==> config.mk <==
export PLATFORM = sky130hd
export DESIGN_NAME = light_level_pi_regulator_flat
export DESIGN_NICKNAME = d
export VERILOG_FILES = /design/src/hw/rtl/llpr_pkg.sv /design/src/hw/rtl/llpr_if.sv /design/src/hw/rtl/light_level_pi_regulator.sv /design/src/hw/rtl/llpr_sequencer.sv /design/src/hw/rtl/llpr_datapath.sv /design/src/flat_wrapper.sv
export SDC_FILE = /design/constraint.sdc
export NUM_CORES = 2
export LEC_CHECK = 0
export ABC_CLOCK_PERIOD_IN_PS = 10300
export BUFFER_PORTS_ARGS = -buffer_cell sky130_fd_sc_hd__buf_2
export CAP_MARGIN = 40
export CELL_PAD_IN_SITES_DETAIL_PLACEMENT = 0
export CELL_PAD_IN_SITES_GLOBAL_PLACEMENT = 2
export CORE_MARGIN = 4
export CORE_UTILIZATION = 41
export DETAILED_ROUTE_END_ITERATION = 8
export PLACE_DENSITY_LB_ADDON = 0.1
export SLEW_MARGIN = 20
export SYNTH_ARGS = -nofsm -noshare
export SYNTH_HDL_FRONTEND = slang
export SYNTH_SLANG_ARGS = --single-unit
==> constraint.sdc <==
create_clock -name clock -period 10.3 [get_ports clock]
set_input_delay 0.515 -clock clock [delete_from_list [all_inputs] [get_ports clock]]
set_output_delay 0.515 -clock clock [all_outputs]
set_load 0.01 [all_outputs]
==> src/hw/rtl/llpr_pkg.sv <==
// Shared types, constants and the control program of the light level PI regulator.
// Used by the channel interfaces and by every module of the regulator; depends on nothing.
package llpr_pkg;

   // Payload widths.
   localparam int RawWidth     = 16;
   localparam int CountWidth   = 16;
   localparam int DutyWidth    = 16;
   localparam int LuxIntWidth  = 15;
   localparam int MeasWidth    = 16;
   localparam int CsrIdxWidth  = 3;
   localparam int CsrDataWidth = 24;

   // Internal widths: lux in Q16.8, signed error and error sum, shared multiplier.
   localparam int LuxWidth  = 24;
   localparam int ErrWidth  = 25;
   localparam int MulAWidth = 25;
   localparam int MulBWidth = 17;
   localparam int ProdWidth = MulAWidth + MulBWidth;

   // raw / 1.2 in Q16.8 is (raw * 54613) >> 8.
   localparam logic [MulBWidth-1:0]  LUX_SCALE      = 17'd54613;
   localparam logic [CountWidth-1:0] UNDERFLOW_MARK = 16'd60000;
   localparam logic [8:0]            SMOOTH_FULL    = 9'd256;

   // Register reset values.
   localparam logic [15:0] PROP_GAIN_RST      = 16'd2867;
   localparam logic [15:0] INT_GAIN_RST       = 16'd2048;
   localparam logic [23:0] SUM_BOUND_RST      = 24'd512000;
   localparam logic [15:0] DEADBAND_RST       = 16'd51;
   localparam logic [8:0]  SMOOTHING_RST      = 9'd64;
   localparam logic [15:0] PWM_MAX_RST        = 16'd1000;
   localparam logic [14:0] SETPOINT_MAX_RST   = 15'd2000;

   typedef enum logic [CsrIdxWidth-1:0] {
      REG_PROP_GAIN      = 3'd0,
      REG_INT_GAIN       = 3'd1,
      REG_SUM_BOUND      = 3'd2,
      REG_DEADBAND       = 3'd3,
      REG_SMOOTHING      = 3'd4,
      REG_PWM_MAX        = 3'd5,
      REG_SETPOINT_MAX   = 3'd6
   } reg_idx_type;

   typedef struct packed {
      logic [15:0] prop_gain;
      logic [15:0] int_gain;
      logic [23:0] sum_bound;
      logic [15:0] deadband;
      logic [8:0]  smoothing;
      logic [15:0] pwm_max;
      logic [14:0] setpoint_max;
   } cfg_type;

   // Program steps.
   typedef enum logic [3:0] {
      STEP_SCALE = 4'd0,
      STEP_BLEND = 4'd1,
      STEP_LUX   = 4'd2,
      STEP_ERR   = 4'd3,
      STEP_TEST  = 4'd4,
      STEP_INT   = 4'd5,
      STEP_SUM   = 4'd6,
      STEP_DUTY  = 4'd7,
      STEP_OUT   = 4'd8
   } step_type;

   typedef enum logic [2:0] {
      MUL_IDLE  = 3'd0,
      MUL_SCALE = 3'd1,
      MUL_BLEND = 3'd2,
      MUL_PROP  = 3'd3,
      MUL_INT   = 3'd4
   } mul_sel_type;

   typedef enum logic [1:0] {
      JMP_NONE      = 2'd0,
      JMP_NO_SAMPLE = 2'd1,
      JMP_IN_BAND   = 2'd2
   } jump_type;

   typedef struct packed {
      mul_sel_type mul_sel;
      logic        lux_we;
      logic        err_we;
      logic        tot_we;
      logic        acc_load;
      logic        acc_add;
      logic        held_we;
      logic        out_we;
      jump_type    jump;
      step_type    jump_to;
      logic        last;
   } ucode_type;

   // Datapath conditions seen by the sequencer.
   typedef struct packed {
      logic smp_valid;
      logic in_band;
      logic out_free;
   } status_type;

   // Control store. A taken jump suppresses the writes of its own step.
   function automatic ucode_type ucode(step_type step);
      ucode_type w;
      w = '0;
      case (step)
         STEP_SCALE: begin
            w.mul_sel = MUL_SCALE;
            w.jump    = JMP_NO_SAMPLE;
            w.jump_to = STEP_ERR;
         end
         STEP_BLEND: w.mul_sel = MUL_BLEND;
         STEP_LUX:   w.lux_we  = 1'b1;
         STEP_ERR:   w.err_we  = 1'b1;
         STEP_TEST: begin
            w.mul_sel = MUL_PROP;
            w.tot_we  = 1'b1;
            w.jump    = JMP_IN_BAND;
            w.jump_to = STEP_OUT;
         end
         STEP_INT: begin
            w.mul_sel  = MUL_INT;
            w.acc_load = 1'b1;
         end
         STEP_SUM:   w.acc_add = 1'b1;
         STEP_DUTY:  w.held_we = 1'b1;
         STEP_OUT: begin
            w.out_we = 1'b1;
            w.last   = 1'b1;
         end
         default:    w.last = 1'b1;
      endcase
      return w;
   endfunction

endpackage

==> src/hw/rtl/llpr_if.sv <==
// Valid/ready channel interfaces of the light level PI regulator: request, response and
// register write. Depends on llpr_pkg for the payload widths.
interface llpr_req_if;
   logic                             valid;
   logic                             ready;
   logic                             sample_valid;
   logic [llpr_pkg::RawWidth-1:0]    sensor_raw;
   logic [llpr_pkg::CountWidth-1:0]  encoder_count;

   modport source (output valid, output sample_valid, output sensor_raw,
                   output encoder_count, input ready);
   modport sink (input valid, input sample_valid, input sensor_raw,
                 input encoder_count, output ready);
endinterface

interface llpr_rsp_if;
   logic                              valid;
   logic                              ready;
   logic [llpr_pkg::DutyWidth-1:0]    pwm_duty;
   logic [llpr_pkg::LuxIntWidth-1:0]  target_lux;
   logic [llpr_pkg::MeasWidth-1:0]    measured_lux;
   logic                              counter_rewrite;
   logic [llpr_pkg::CountWidth-1:0]   counter_value;

   modport source (output valid, output pwm_duty, output target_lux, output measured_lux,
                   output counter_rewrite, output counter_value, input ready);
   modport sink (input valid, input pwm_duty, input target_lux, input measured_lux,
                 input counter_rewrite, input counter_value, output ready);
endinterface

interface llpr_csr_if;
   logic                               valid;
   logic                               ready;
   logic [llpr_pkg::CsrIdxWidth-1:0]   index;
   logic [llpr_pkg::CsrDataWidth-1:0]  data;

   modport source (output valid, output index, output data, input ready);
   modport sink (input valid, input index, input data, output ready);
endinterface

==> src/hw/rtl/light_level_pi_regulator.sv <==
// Light level PI regulator, top level.
//
// One request on req_bus is one control tick: a sensor word with its valid flag and the
// encoder count. Each request gives exactly one response on rsp_bus with the PWM duty,
// the setpoint, the filtered lux value and an optional encoder counter reload.
// Registers are written on csr_bus (index 0 to 6); unknown indexes are ignored.
// csr_bus is always ready and must only be written while no request is in flight.
//
// A request runs a short microprogram on one shared 25x17 multiplier, one step a cycle
// unless the output step holds; the output step loads the response register. Without a
// valid sample the blend and lux steps are skipped; inside the deadband the program
// jumps from the test step to the output step. req_bus.ready drops while the program
// runs, so no new request is taken before it ends. A waiting response does not block the
// next request; only the output step holds until the previous response has been taken.
//
// Reset restores the register defaults, clears the lux estimate, the error sum and the
// held duty, and leaves no response pending.
module light_level_pi_regulator (
   input  logic          clock,
   input  logic          reset,
   llpr_req_if.sink      req_bus,
   llpr_rsp_if.source    rsp_bus,
   llpr_csr_if.sink      csr_bus
);

   llpr_pkg::cfg_type    cfg_ff;
   llpr_pkg::ucode_type  ctrl;
   llpr_pkg::status_type status;
   logic                 busy;
   logic                 start;

   assign csr_bus.ready = 1'b1;
   assign req_bus.ready = !busy;
   assign start         = req_bus.valid && req_bus.ready;

   always_ff @(posedge clock) begin
      if (reset) begin
         cfg_ff.prop_gain      <= llpr_pkg::PROP_GAIN_RST;
         cfg_ff.int_gain       <= llpr_pkg::INT_GAIN_RST;
         cfg_ff.sum_bound      <= llpr_pkg::SUM_BOUND_RST;
         cfg_ff.deadband       <= llpr_pkg::DEADBAND_RST;
         cfg_ff.smoothing      <= llpr_pkg::SMOOTHING_RST;
         cfg_ff.pwm_max        <= llpr_pkg::PWM_MAX_RST;
         cfg_ff.setpoint_max   <= llpr_pkg::SETPOINT_MAX_RST;
      end else if (csr_bus.valid) begin
         case (csr_bus.index)
            llpr_pkg::REG_PROP_GAIN:      cfg_ff.prop_gain      <= csr_bus.data[15:0];
            llpr_pkg::REG_INT_GAIN:       cfg_ff.int_gain       <= csr_bus.data[15:0];
            llpr_pkg::REG_SUM_BOUND:      cfg_ff.sum_bound      <= csr_bus.data[23:0];
            llpr_pkg::REG_DEADBAND:       cfg_ff.deadband       <= csr_bus.data[15:0];
            llpr_pkg::REG_SMOOTHING:      cfg_ff.smoothing      <= csr_bus.data[8:0];
            llpr_pkg::REG_PWM_MAX:        cfg_ff.pwm_max        <= csr_bus.data[15:0];
            llpr_pkg::REG_SETPOINT_MAX:   cfg_ff.setpoint_max   <= csr_bus.data[14:0];
            default: ;
         endcase
      end
   end

   llpr_sequencer u_seq (
      .clock  (clock),
      .reset  (reset),
      .start  (start),
      .status (status),
      .ctrl   (ctrl),
      .busy   (busy)
   );

   llpr_datapath u_dp (
      .clock               (clock),
      .reset               (reset),
      .start               (start),
      .req_sample_valid    (req_bus.sample_valid),
      .req_sensor_raw      (req_bus.sensor_raw),
      .req_encoder_count   (req_bus.encoder_count),
      .cfg                 (cfg_ff),
      .ctrl                (ctrl),
      .status              (status),
      .rsp_valid           (rsp_bus.valid),
      .rsp_ready           (rsp_bus.ready),
      .rsp_pwm_duty        (rsp_bus.pwm_duty),
      .rsp_target_lux      (rsp_bus.target_lux),
      .rsp_measured_lux    (rsp_bus.measured_lux),
      .rsp_counter_rewrite (rsp_bus.counter_rewrite),
      .rsp_counter_value   (rsp_bus.counter_value)
   );

endmodule

==> src/hw/rtl/llpr_sequencer.sv <==
// Step counter of the regulator: reads the control store, resolves conditional jumps
// and holds on the output step while the response register is occupied. Uses llpr_pkg.
module llpr_sequencer (
   input  logic                 clock,
   input  logic                 reset,
   input  logic                 start,
   input  llpr_pkg::status_type status,
   output llpr_pkg::ucode_type  ctrl,
   output logic                 busy
);

   typedef enum logic {
      SEQ_IDLE,
      SEQ_RUN
   } seq_state_type;

   seq_state_type       state_ff, state_in;
   llpr_pkg::step_type  step_ff, step_in;
   llpr_pkg::ucode_type word;
   logic                taken;
   logic                stall;

   always_comb begin
      word  = llpr_pkg::ucode(step_ff);
      taken = ((word.jump == llpr_pkg::JMP_NO_SAMPLE) && !status.smp_valid) ||
              ((word.jump == llpr_pkg::JMP_IN_BAND) && status.in_band);
      stall = word.out_we && !status.out_free;

      ctrl = word;
      if ((state_ff != SEQ_RUN) || taken || stall) begin
         ctrl = '0;
      end

      state_in = state_ff;
      step_in  = step_ff;
      case (state_ff)
         SEQ_IDLE: begin
            if (start) begin
               state_in = SEQ_RUN;
               step_in  = llpr_pkg::STEP_SCALE;
            end
         end
         SEQ_RUN: begin
            if (taken) begin
               step_in = word.jump_to;
            end else if (stall) begin
               step_in = step_ff;
            end else if (word.last) begin
               state_in = SEQ_IDLE;
            end else begin
               step_in = llpr_pkg::step_type'(step_ff + 4'd1);
            end
         end
         default: state_in = SEQ_IDLE;
      endcase
   end

   always_ff @(posedge clock) begin
      if (reset) begin
         state_ff <= SEQ_IDLE;
         step_ff  <= llpr_pkg::STEP_SCALE;
      end else begin
         state_ff <= state_in;
         step_ff  <= step_in;
      end
   end

   assign busy = (state_ff == SEQ_RUN);

   // A new request is only taken when the program is not running.
   assert property (@(posedge clock) disable iff (reset) start |-> !busy)
      else $error("request started while the program was running");

   // The output step never overwrites a response that is still waiting.
   assert property (@(posedge clock) disable iff (reset) ctrl.out_we |-> status.out_free)
      else $error("response register written while occupied");

   // A taken jump leaves the program running.
   assert property (@(posedge clock) disable iff (reset) (busy && taken) |=> busy)
      else $error("program stopped on a jump");

endmodule

==> src/hw/rtl/llpr_datapath.sv <==
// Datapath of the regulator: one shared signed multiplier, product and sum registers,
// the filter and controller state, and the response register. Uses llpr_pkg.
module llpr_datapath (
   input  logic                                clock,
   input  logic                                reset,
   input  logic                                start,
   input  logic                                req_sample_valid,
   input  logic [llpr_pkg::RawWidth-1:0]       req_sensor_raw,
   input  logic [llpr_pkg::CountWidth-1:0]     req_encoder_count,
   input  llpr_pkg::cfg_type                   cfg,
   input  llpr_pkg::ucode_type                 ctrl,
   output llpr_pkg::status_type                status,
   output logic                                rsp_valid,
   input  logic                                rsp_ready,
   output logic [llpr_pkg::DutyWidth-1:0]      rsp_pwm_duty,
   output logic [llpr_pkg::LuxIntWidth-1:0]    rsp_target_lux,
   output logic [llpr_pkg::MeasWidth-1:0]      rsp_measured_lux,
   output logic                                rsp_counter_rewrite,
   output logic [llpr_pkg::CountWidth-1:0]     rsp_counter_value
);

   // Captured request.
   logic                                smp_valid_ff;
   logic [llpr_pkg::RawWidth-1:0]       raw_ff;
   logic [llpr_pkg::CountWidth-1:0]     count_ff;

   // Working registers and state.
   logic signed [llpr_pkg::ProdWidth-1:0] prod_ff, prod_in;
   logic signed [llpr_pkg::ProdWidth-1:0] acc_ff, acc_in;
   logic signed [llpr_pkg::ErrWidth-1:0]  err_ff, err_in;
   logic signed [llpr_pkg::ErrWidth-1:0]  tot_ff, tot_in;
   logic [llpr_pkg::LuxWidth-1:0]         lux_ff, lux_in;
   logic [llpr_pkg::DutyWidth-1:0]        held_ff, held_in;

   // Response register.
   logic                                  rsp_valid_ff;
   logic [llpr_pkg::DutyWidth-1:0]        duty_out_ff;
   logic [llpr_pkg::LuxIntWidth-1:0]      target_out_ff;
   logic [llpr_pkg::MeasWidth-1:0]        meas_out_ff;
   logic                                  rewrite_out_ff;
   logic [llpr_pkg::CountWidth-1:0]       value_out_ff;

   logic [llpr_pkg::LuxIntWidth-1:0]      setpoint;
   logic                                  rewrite;
   logic [llpr_pkg::CountWidth-1:0]       reload;
   logic [8:0]                            smooth;
   logic signed [llpr_pkg::ErrWidth-1:0]  diff;
   logic signed [llpr_pkg::MulAWidth-1:0] mul_a;
   logic signed [llpr_pkg::MulBWidth-1:0] mul_b;
   logic signed [llpr_pkg::ProdWidth-1:0] prod_sh;
   logic signed [33:0]                    lux_sum;
   logic [llpr_pkg::ErrWidth-1:0]         err_mag;
   logic signed [llpr_pkg::ErrWidth:0]    tsum;
   logic signed [llpr_pkg::ErrWidth:0]    lim_pos;
   logic signed [llpr_pkg::ErrWidth:0]    lim_neg;
   logic signed [llpr_pkg::ErrWidth:0]    tot_clamp;
   logic [21:0]                           duty_q;
   logic                                  out_free;

   // Setpoint from the encoder count, with the reload request of each clamp.
   always_comb begin
      setpoint = count_ff[15:1];
      rewrite  = 1'b0;
      reload   = '0;
      if (count_ff > llpr_pkg::UNDERFLOW_MARK) begin
         setpoint = '0;
         rewrite  = 1'b1;
      end else if (count_ff[15:1] > cfg.setpoint_max) begin
         setpoint = cfg.setpoint_max;
         rewrite  = 1'b1;
         reload   = {cfg.setpoint_max, 1'b0};
      end
   end

   always_comb begin
      smooth = (cfg.smoothing > llpr_pkg::SMOOTH_FULL) ? llpr_pkg::SMOOTH_FULL : cfg.smoothing;
      // After the scale step the product holds the new sample in Q16.8 above bit 8.
      diff   = $signed({1'b0, prod_ff[31:8]}) - $signed({1'b0, lux_ff});

      case (ctrl.mul_sel)
         llpr_pkg::MUL_SCALE: begin
            mul_a = $signed({9'd0, raw_ff});
            mul_b = $signed(llpr_pkg::LUX_SCALE);
         end
         llpr_pkg::MUL_BLEND: begin
            mul_a = diff;
            mul_b = $signed({8'd0, smooth});
         end
         llpr_pkg::MUL_PROP: begin
            mul_a = err_ff;
            mul_b = $signed({1'b0, cfg.prop_gain});
         end
         llpr_pkg::MUL_INT: begin
            mul_a = tot_ff;
            mul_b = $signed({1'b0, cfg.int_gain});
         end
         default: begin
            mul_a = '0;
            mul_b = '0;
         end
      endcase
      prod_in = mul_a * mul_b;

      // The blend s*m + (256-s)*lux is written as 256*lux + s*(m - lux).
      prod_sh = prod_ff >>> 8;
      lux_sum = $signed({10'd0, lux_ff}) + $signed(prod_sh[33:0]);
      lux_in  = lux_sum[llpr_pkg::LuxWidth-1:0];

      err_in  = $signed({2'b00, setpoint, 8'd0}) - $signed({1'b0, lux_ff});
      err_mag = err_ff[llpr_pkg::ErrWidth-1] ? llpr_pkg::ErrWidth'(-err_ff)
                                             : llpr_pkg::ErrWidth'(err_ff);

      tsum    = $signed({tot_ff[llpr_pkg::ErrWidth-1], tot_ff}) +
                $signed({err_ff[llpr_pkg::ErrWidth-1], err_ff});
      lim_pos = $signed({2'b00, cfg.sum_bound});
      lim_neg = -lim_pos;
      if (tsum > lim_pos) begin
         tot_clamp = lim_pos;
      end else if (tsum < lim_neg) begin
         tot_clamp = lim_neg;
      end else begin
         tot_clamp = tsum;
      end
      tot_in = tot_clamp[llpr_pkg::ErrWidth-1:0];

      acc_in = ctrl.acc_add ? (acc_ff + prod_ff) : prod_ff;

      // Output in Q.20 truncated toward zero; a non-positive drive gives zero duty.
      duty_q = acc_ff[41:20];
      if (acc_ff <= 42'sd0) begin
         held_in = '0;
      end else if (duty_q > {6'd0, cfg.pwm_max}) begin
         held_in = cfg.pwm_max;
      end else begin
         held_in = duty_q[llpr_pkg::DutyWidth-1:0];
      end
   end

   assign out_free = !rsp_valid_ff || rsp_ready;

   always_ff @(posedge clock) begin
      if (start) begin
         smp_valid_ff <= req_sample_valid;
         raw_ff       <= req_sensor_raw;
         count_ff     <= req_encoder_count;
      end
      if (ctrl.mul_sel != llpr_pkg::MUL_IDLE) begin
         prod_ff <= prod_in;
      end
      if (ctrl.acc_load || ctrl.acc_add) begin
         acc_ff <= acc_in;
      end
      if (ctrl.err_we) begin
         err_ff <= err_in;
      end
      if (ctrl.out_we) begin
         duty_out_ff    <= held_ff;
         target_out_ff  <= setpoint;
         meas_out_ff    <= lux_ff[23:8];
         rewrite_out_ff <= rewrite;
         value_out_ff   <= reload;
      end
   end

   always_ff @(posedge clock) begin
      if (reset) begin
         lux_ff       <= '0;
         tot_ff       <= '0;
         held_ff      <= '0;
         rsp_valid_ff <= 1'b0;
      end else begin
         if (ctrl.lux_we) begin
            lux_ff <= lux_in;
         end
         if (ctrl.tot_we) begin
            tot_ff <= tot_in;
         end
         if (ctrl.held_we) begin
            held_ff <= held_in;
         end
         if (ctrl.out_we) begin
            rsp_valid_ff <= 1'b1;
         end else if (rsp_ready) begin
            rsp_valid_ff <= 1'b0;
         end
      end
   end

   assign status.smp_valid = smp_valid_ff;
   assign status.in_band   = err_mag < {9'd0, cfg.deadband};
   assign status.out_free  = out_free;

   assign rsp_valid           = rsp_valid_ff;
   assign rsp_pwm_duty        = duty_out_ff;
   assign rsp_target_lux      = target_out_ff;
   assign rsp_measured_lux    = meas_out_ff;
   assign rsp_counter_rewrite = rewrite_out_ff;
   assign rsp_counter_value   = value_out_ff;

   // The stored duty never exceeds the limit that was in force when it was computed.
   assert property (@(posedge clock) disable iff (reset)
      ctrl.held_we |=> (held_ff <= $past(cfg.pwm_max)))
      else $error("held duty above the PWM limit");

   // A response only appears through the output step of the program.
   assert property (@(posedge clock) disable iff (reset)
      $rose(rsp_valid_ff) |-> $past(ctrl.out_we))
      else $error("response raised without an output step");

   // A reload value is only reported together with a reload request.
   assert property (@(posedge clock) disable iff (reset)
      (rsp_valid_ff && !rewrite_out_ff) |-> (value_out_ff == '0))
      else $error("reload value without a reload request");

endmodule

==> src/flat_wrapper.sv <==
// flat-port wrapper written by rule: the top's interface ports become plain ports
module light_level_pi_regulator_flat 
  (clock, reset, req_bus_valid, req_bus_sample_valid, req_bus_sensor_raw, req_bus_encoder_count, req_bus_ready, rsp_bus_valid, rsp_bus_pwm_duty, rsp_bus_target_lux, rsp_bus_measured_lux, rsp_bus_counter_rewrite, rsp_bus_counter_value, rsp_bus_ready, csr_bus_valid, csr_bus_index, csr_bus_data, csr_bus_ready);
  llpr_req_if req_bus_i ();
  llpr_rsp_if rsp_bus_i ();
  llpr_csr_if csr_bus_i ();
  input  logic clock;
  input  logic reset;
  input wire logic [$bits(req_bus_i.valid)-1:0] req_bus_valid;
  input wire logic [$bits(req_bus_i.sample_valid)-1:0] req_bus_sample_valid;
  input wire logic [$bits(req_bus_i.sensor_raw)-1:0] req_bus_sensor_raw;
  input wire logic [$bits(req_bus_i.encoder_count)-1:0] req_bus_encoder_count;
  output wire logic [$bits(req_bus_i.ready)-1:0] req_bus_ready;
  output wire logic [$bits(rsp_bus_i.valid)-1:0] rsp_bus_valid;
  output wire logic [$bits(rsp_bus_i.pwm_duty)-1:0] rsp_bus_pwm_duty;
  output wire logic [$bits(rsp_bus_i.target_lux)-1:0] rsp_bus_target_lux;
  output wire logic [$bits(rsp_bus_i.measured_lux)-1:0] rsp_bus_measured_lux;
  output wire logic [$bits(rsp_bus_i.counter_rewrite)-1:0] rsp_bus_counter_rewrite;
  output wire logic [$bits(rsp_bus_i.counter_value)-1:0] rsp_bus_counter_value;
  input wire logic [$bits(rsp_bus_i.ready)-1:0] rsp_bus_ready;
  input wire logic [$bits(csr_bus_i.valid)-1:0] csr_bus_valid;
  input wire logic [$bits(csr_bus_i.index)-1:0] csr_bus_index;
  input wire logic [$bits(csr_bus_i.data)-1:0] csr_bus_data;
  output wire logic [$bits(csr_bus_i.ready)-1:0] csr_bus_ready;
  assign req_bus_i.valid = req_bus_valid;
  assign req_bus_i.sample_valid = req_bus_sample_valid;
  assign req_bus_i.sensor_raw = req_bus_sensor_raw;
  assign req_bus_i.encoder_count = req_bus_encoder_count;
  assign req_bus_ready = req_bus_i.ready;
  assign rsp_bus_valid = rsp_bus_i.valid;
  assign rsp_bus_pwm_duty = rsp_bus_i.pwm_duty;
  assign rsp_bus_target_lux = rsp_bus_i.target_lux;
  assign rsp_bus_measured_lux = rsp_bus_i.measured_lux;
  assign rsp_bus_counter_rewrite = rsp_bus_i.counter_rewrite;
  assign rsp_bus_counter_value = rsp_bus_i.counter_value;
  assign rsp_bus_i.ready = rsp_bus_ready;
  assign csr_bus_i.valid = csr_bus_valid;
  assign csr_bus_i.index = csr_bus_index;
  assign csr_bus_i.data = csr_bus_data;
  assign csr_bus_ready = csr_bus_i.ready;
  light_level_pi_regulator u_core (.clock(clock), .reset(reset), .req_bus(req_bus_i), .rsp_bus(rsp_bus_i), .csr_bus(csr_bus_i));
endmodule
# Yosys cells after proc, flatten, opt, wreduce, memory -nomap -nowiden
# Index checks and enable logic that the tools add are counted.
# word_totals
register_bits,389
input_bits,65
out_inout_bits,67
word_cells,129
# op_classes
add_sub_neg,8
multipliers,1
magnitude_cmp,8
eq_ne,23
mux,35
n_bitwise,2
n_reduce_logical,27
# op_table
op,count
case mux 25 bit (4 select lines),1
2-to-1 mux 25 bit,3
case mux 16 bit (4 select lines),1
adder 42 bit,1
less-or-equal comparator 42 x 1 -> 1 bit (second input constant),1
multiplier 25 x 17 -> 42 bit,1
2-to-1 mux 42 bit,1
2-to-1 mux 16 bit,2
2-to-1 mux 15 bit,2
adder 25 x 25 -> 26 bit,1
> comparator 26 x 25 -> 1 bit,1
< comparator 26 bit,1
negation 24 -> 26 bit,1
< comparator 25 x 16 -> 1 bit,1
negation 25 bit,1
subtractor 23 x 24 -> 25 bit,1
subtractor 24 x 24 -> 25 bit,1
adder 24 bit,1
> comparator 22 x 16 -> 1 bit,1
2-to-1 mux 17 bit,1
== test 4 x 3 -> 1 bit (second input constant),4
> comparator 16 bit (second input constant),1
2-to-1 mux 4 bit,4
> comparator 15 bit,1
other kinds (31),70

# Depth between registers and ports, before layout
# logic_depth
depth_word,11
ltp_mapped,43
mapped_depth_nobuf,40

# Hierarchy
# A second synthesis with hierarchy kept.
# hier_totals
cells_unflattened,4451
hier_area_um2,40557.6
# by_module_without_submodules
mod,n_inst,cells_per_inst,area_each_um2,seq_area_each_um2
llpr_datapath,1,3963,35526.6,7477.2
light_level_pi_regulator,1,418,4465.5,2242.2
llpr_sequencer,1,70,565.5,100.1

# Least setup slack after synthesis
# No wires, ideal clock.
# synth_timing
path_type,register to register
startpoint,reg u_core.u_dp.err_ff[1] (netlist bit)
endpoint,reg u_core.u_dp.prod_ff[38] (netlist bit) (data pin)
setup_ps,266
t_arrival_ps,9001
required_time_ps,10034
path_slack_ps,1033
stages_incl_launch_ff,37
path_buffers,3
synth_period_minus_slack_ps,9267
path_cell_list,edfxtp_1 -> inv_1 -> ha_1 -> nor2b_1 -> nand4_1 -> o21ai_0 -> xnor2_1 -> ha_1 -> a21o_1 -> a2111oi_0 -> a41o_1 -> nand4_2 -> and3_1 -> buf_2 -> buf_4 -> a221oi_2 -> buf_2 -> nor2_1 -> fa_1 -> inv_1 -> fa_1 -> inv_1 -> fa_1 -> fa_1 -> fa_1 -> inv_1 -> fa_1 -> inv_1 -> ha_1 -> a21o_1 -> a21oi_1 -> a21boi_0 -> o211ai_1 -> a221o_1 -> a21bo_2 -> o41ai_1 -> xnor2_1
# synth_between
elab_chain_len,11
word_cells_on_any_way,15
cone_classes,add/sub (1); mul (1); order compare (1); eq/ne (4); mux (4); reduce/logical (4)
# synth_rtl
item,line,text
from (decl),llpr_datapath.sv:30,"logic signed [llpr_pkg::ErrWidth-1:0] err_ff, err_in;"
from (signal assigned),llpr_datapath.sv:154,err_ff <= err_in;
negation 25 bit,llpr_datapath.sv:110,err_mag = err_ff[llpr_pkg::ErrWidth-1] ? llpr_pkg::ErrWidth'(-err_ff)
2-to-1 mux 25 bit,llpr_datapath.sv:110,
< comparator 25 x 16 -> 1 bit,llpr_datapath.sv:190,"assign status.in_band = err_mag < {9'd0, cfg.deadband};"
logical AND 1 bit,llpr_sequencer.sv:26,((word.jump == llpr_pkg::JMP_IN_BAND) && status.in_band);
logical OR 1 bit,llpr_sequencer.sv:25,taken = ((word.jump == llpr_pkg::JMP_NO_SAMPLE) && !status.smp_valid) ||
logical OR 1 bit (2 in series),llpr_sequencer.sv:30,if ((state_ff != SEQ_RUN) || taken || stall) begin
2-to-1 mux 17 bit,llpr_sequencer.sv:30,
"== test 3 bit, or another cell as far along",llpr_datapath.sv:80,case (ctrl.mul_sel)
case mux 25 bit (4 select lines) or case mux 16 bit (4 select lines) (tied branches),llpr_datapath.sv:80,
multiplier 25 x 17 -> 42 bit *,llpr_datapath.sv:102,prod_in = mul_a * mul_b;
"named net u_core.u_dp.prod_in, one bit",llpr_datapath.sv:28,"logic signed [llpr_pkg::ProdWidth-1:0] prod_ff, prod_in;"
to (signal assigned),llpr_datapath.sv:148,prod_ff <= prod_in;
to (decl),llpr_datapath.sv:28,
# The timed path passes the listed nets; every way through them passes the cells marked *.
# A chain may end at the register's enable or synchronous reset.

# Final worst setup path
# layout_timing
startpoint,reg u_core.u_dp.err_ff[0] (netlist bit)
endpoint,reg u_core.u_dp.prod_ff[41] (netlist bit) (data pin)
# Same word-level chain as after synthesis.

==> impl_metrics.py <==
metrics = {
    "clocking": {
        "cts_tree": "done",
        "cts_buffers": 49,
        "insertion_delay_ns": 0.66,
        "cts_root_buf": "clkbuf_16",
        "clock_path_buffers": 3,
        "path_clk_slew_ns": 0.06,
        "htreeDepth": 2,
        "cts.sinks": 388,
    },
    "timing": {
        "worst_clock_skew_ns": 0.03250,
        "holdWs_ns": 0.03951,
        "slew_headroom": 0.4211,
        "drv_slew": 0,
        "fin_crit_sh": 0.9549,
        "setup_viol_count_final": 0,
        "fmax_mhz": 101.7,
        "worst_pin_slew_ns": 0.8652,
        "fin_crit_ns": 9.835,
        "finalHoldViolCount": 0,
    },
    "synth": {
        "avgSynthCellArea_sq_um": 8.892,
        "syn_inst": 4394,
        "ys_seq_elements": 388,
        "syn_area_sq_mm": 0.03907,
        "ys_top_cells_by_area": "fa_1 (20%), edfxtp_1 (16%), ha_1 (11%)",
        "synth_flop_cell": "edfxtp_1",
        "synth_top_area_frac": 0.2024,
        "synth_cell_types": 88,
        "ys_warn_count": 0,
        "ys_seq_area_frac": 0.2513,
        "async_flop_share": 0,
        "synth_edf_count": 205,
        "synth_area_leader_cell": "fa_1",
        "synth_nets": 5187,
    },
    "final_layout": {
        "final_cell_mix": "inv_1 (620), nand2_1 (539), nor2_1 (404)",
        "final_util": 0.4682,
        "drive_gt1_frac": 0.1059,
        "layout_commonest_cell": "inv_1",
        "fin_nets": 5379,
        "synthToLayoutAreaGrowth_pct": 12.50,
        "antenna_cells": 0,
    },
    "pwr": {
        "power_leakage_nw": 19.34,
        "ir_drop_mv": 0.1148,
        "powerDensity_mw_per_mm2": 100.4,
    },
    "detailed_routing": {
        "viasPerCell": 5.437,
        "wire_per_inst_um": 24.08,
        "postRouteAntennaNets": 0,
        "drt-total-wl_mm": 141.6,
        "drcViolationCount": 0,
        "dr.pass1.iters": 6,
        "drtIter0Drc": 2200,
        "via_count": 31970,
    },
    "setup_path": {
        "arrival_ns": 10.22,
        "cpMaxStageDelayCell": "fa_1",
        "cp_max_fo": 29,
        "cp.required_ns": 10.69,
        "cp-end-kind": "flop",
        "critPathLaunchType": "flop",
        "critPathMostFrequentCell": "fa_1",
        "crit_type": "flop to flop",
        "critical_path.max_stage_delay_ns": 0.56,
    },
    "floorplan": {
        "rows": 112,
        "die-width_um": 316.7,
        "start_util": 0.4162,
        "coreArea_sq_mm": 0.09389,
        "die-area_sq_mm": 0.1003,
        "io_pins": 132,
        "fp.dieH_um": 316.7,
    },
    "global_route": {
        "grt_max_degree": 107,
        "groute.usage.overall": 0.2833,
        "grt_pass1_vias": 32090,
        "antenna_found_initial": 4,
        "grt-ovfl-total": 0,
        "grt_first_pass_wirelength_mm": 210.5,
    },
    "outcome": {
        "status": "finished clean",
    },
    "worst_hold_path": {
        "min-delay-path-class": "input port to flop",
    },
    "flow_run": {
        "maxCapViolCount": 0,
    },
    "place": {
        "hpwl_mm": 115.7,
        "gp_congestion": 0.9261,
        "port-buffer-count": 129,
    },
}
==> registers in the layout, indices dropped and copies added, names as in the netlist, 15 cells and up <==
register                       flops
u_core.cfg_ff                    112
u_core.u_dp.acc_ff                42
u_core.u_dp.prod_ff               42
u_core.u_dp.err_ff                25
u_core.u_dp.tot_ff                25
u_core.u_dp.lux_ff                24
u_core.u_dp.count_ff              16
u_core.u_dp.held_ff               16
u_core.u_dp.raw_ff                16
u_core.u_dp.rsp_measured_lux      16
u_core.u_dp.rsp_pwm_duty          16
u_core.u_dp.rsp_counter_value     15
u_core.u_dp.rsp_target_lux        15
==> report_power, final <==
group	total (W)	switching [W]	internal (W)	leakage, nW
sequential	0.00172	0.0000463	0.00167	3.33
combinational	0.000827	0.000523	0.000304	15.2
clock	0.00187	0.000790	0.00108	0.834
==> cells in the mapped netlist (7+ instances only) <==
library cell,n
a211o_1,16
a22o_1,24
nor2_1,406
nor4_1,23
and2_1,24
or2_2,38
a211oi_1,55
clkbuf_1,124
o21a_1,29
o31ai_1,12
xnor2_1,146
nor2b_1,29
a21oi_1,293
nor3_1,49
nand3b_1,37
a21o_1,76
o211ai_1,24
a22oi_1,28
a21boi_0,9
nand3_1,58
or4_1,7
mux2i_1,21
dfxtp_1,183
a221oi_2,9
a221o_1,16
edfxtp_1,205
inv_1,620
xor2_1,48
nand2_1,540
and4_1,9
a31oi_1,28
nand2b_1,51
ha_1,333
a2bb2oi_1,17
buf_2,35
fa_1,395
or3_1,16
o21bai_1,29
a2111oi_0,7
and3_1,27
o21ai_0,149
nand4_1,32
==> worst paths after layout <==
path                               start                     endpoint  slack [ns]  cells after the start
setup / recovery   u_core.u_dp.err_ff[0]      u_core.u_dp.prod_ff[41]        0.46                     39
hold / removal     req_bus_sensor_raw[9]        u_core.u_dp.raw_ff[9]        0.04                      1
setup reg to reg   u_core.u_dp.err_ff[0]      u_core.u_dp.prod_ff[41]        0.46                     39
hold reg to reg   u_core.u_dp.held_ff[1]  u_core.u_dp.rsp_pwm_duty[1]        0.44                      0
==> per-stage QoR <==
| step | setup TNS (ns) | setup WS, ns | total power, W | cell area [sq um] | std cells |
|---|---|---|---|---|---|
| after floorplan | 0 | 1.033 | 0.002245 | 39070 | 4394 |
| after global placement | 0 | 0.1699 | 0.002563 | 41780 | 5752 |
| after detailed placement | 0 | 0.1173 | 0.002566 | 41970 | 5766 |
| after CTS | 0 | 0.07406 | 0.004451 | 43750 | 5865 |
| after global routing | -0.01607 | -0.01552 | 0.004589 | 43950 | 5881 |
| final | 0 | 0.4648 | 0.004412 | 43950 | 5881 |
==> routing by layer <==
layer | GRT usage | vias to the layer above | wire length, um
met5 | 0 | - | 0
met4 | 0.09220 | 0 | 5203
met3 | 0.03350 | 180 | 6957
met2 | 0.4865 | 724 | 68990
met1 | 0.3739 | 15930 | 60470
li1 | - | 15140 | -
==> final cells by class <==
cell class	count	area [sq um]
clock buffers	55	1270
clock inverters	37	436.7
fillers	9323	49940
inverters	620	2327
multi-input cells	3216	26330
flip-flops and latches	388	9819
well taps	1254	1569
repair buffers	311	2200
==> logic make-up after synthesis <==
kind of cell,share of synthesized area
AOI/OAI and AO/OA,0.1523
xor gates and xnor gates,0.04349
other,0.0001922
buffers and inverters,0.07778
muxes,0.006532
DFF,0.2513
and+or+nand+nor,0.1586
adders and majority gates,0.3098
==> worst max-delay path, delay by kind of cell, from the launching register on <==
kind | cells | cell delay (ns)
fa+ha+maj | 9 | 3.86
buf+inv | 9 | 1.20
simple gates | 6 | 0.91
flops | 1 | 0.39
xor+xnor | 2 | 0.26
compound gates | 13 | 2.87
==> timing repair <==
action                                  CTS  global route
resized for setup                         0            17
buffers inserted                          0            14
endpoints found under the setup margin    0            15
hold endpoints to repair                  7             0
hold buffers                              7             0
No activity file was read; power rests on OpenSTA's default activity.
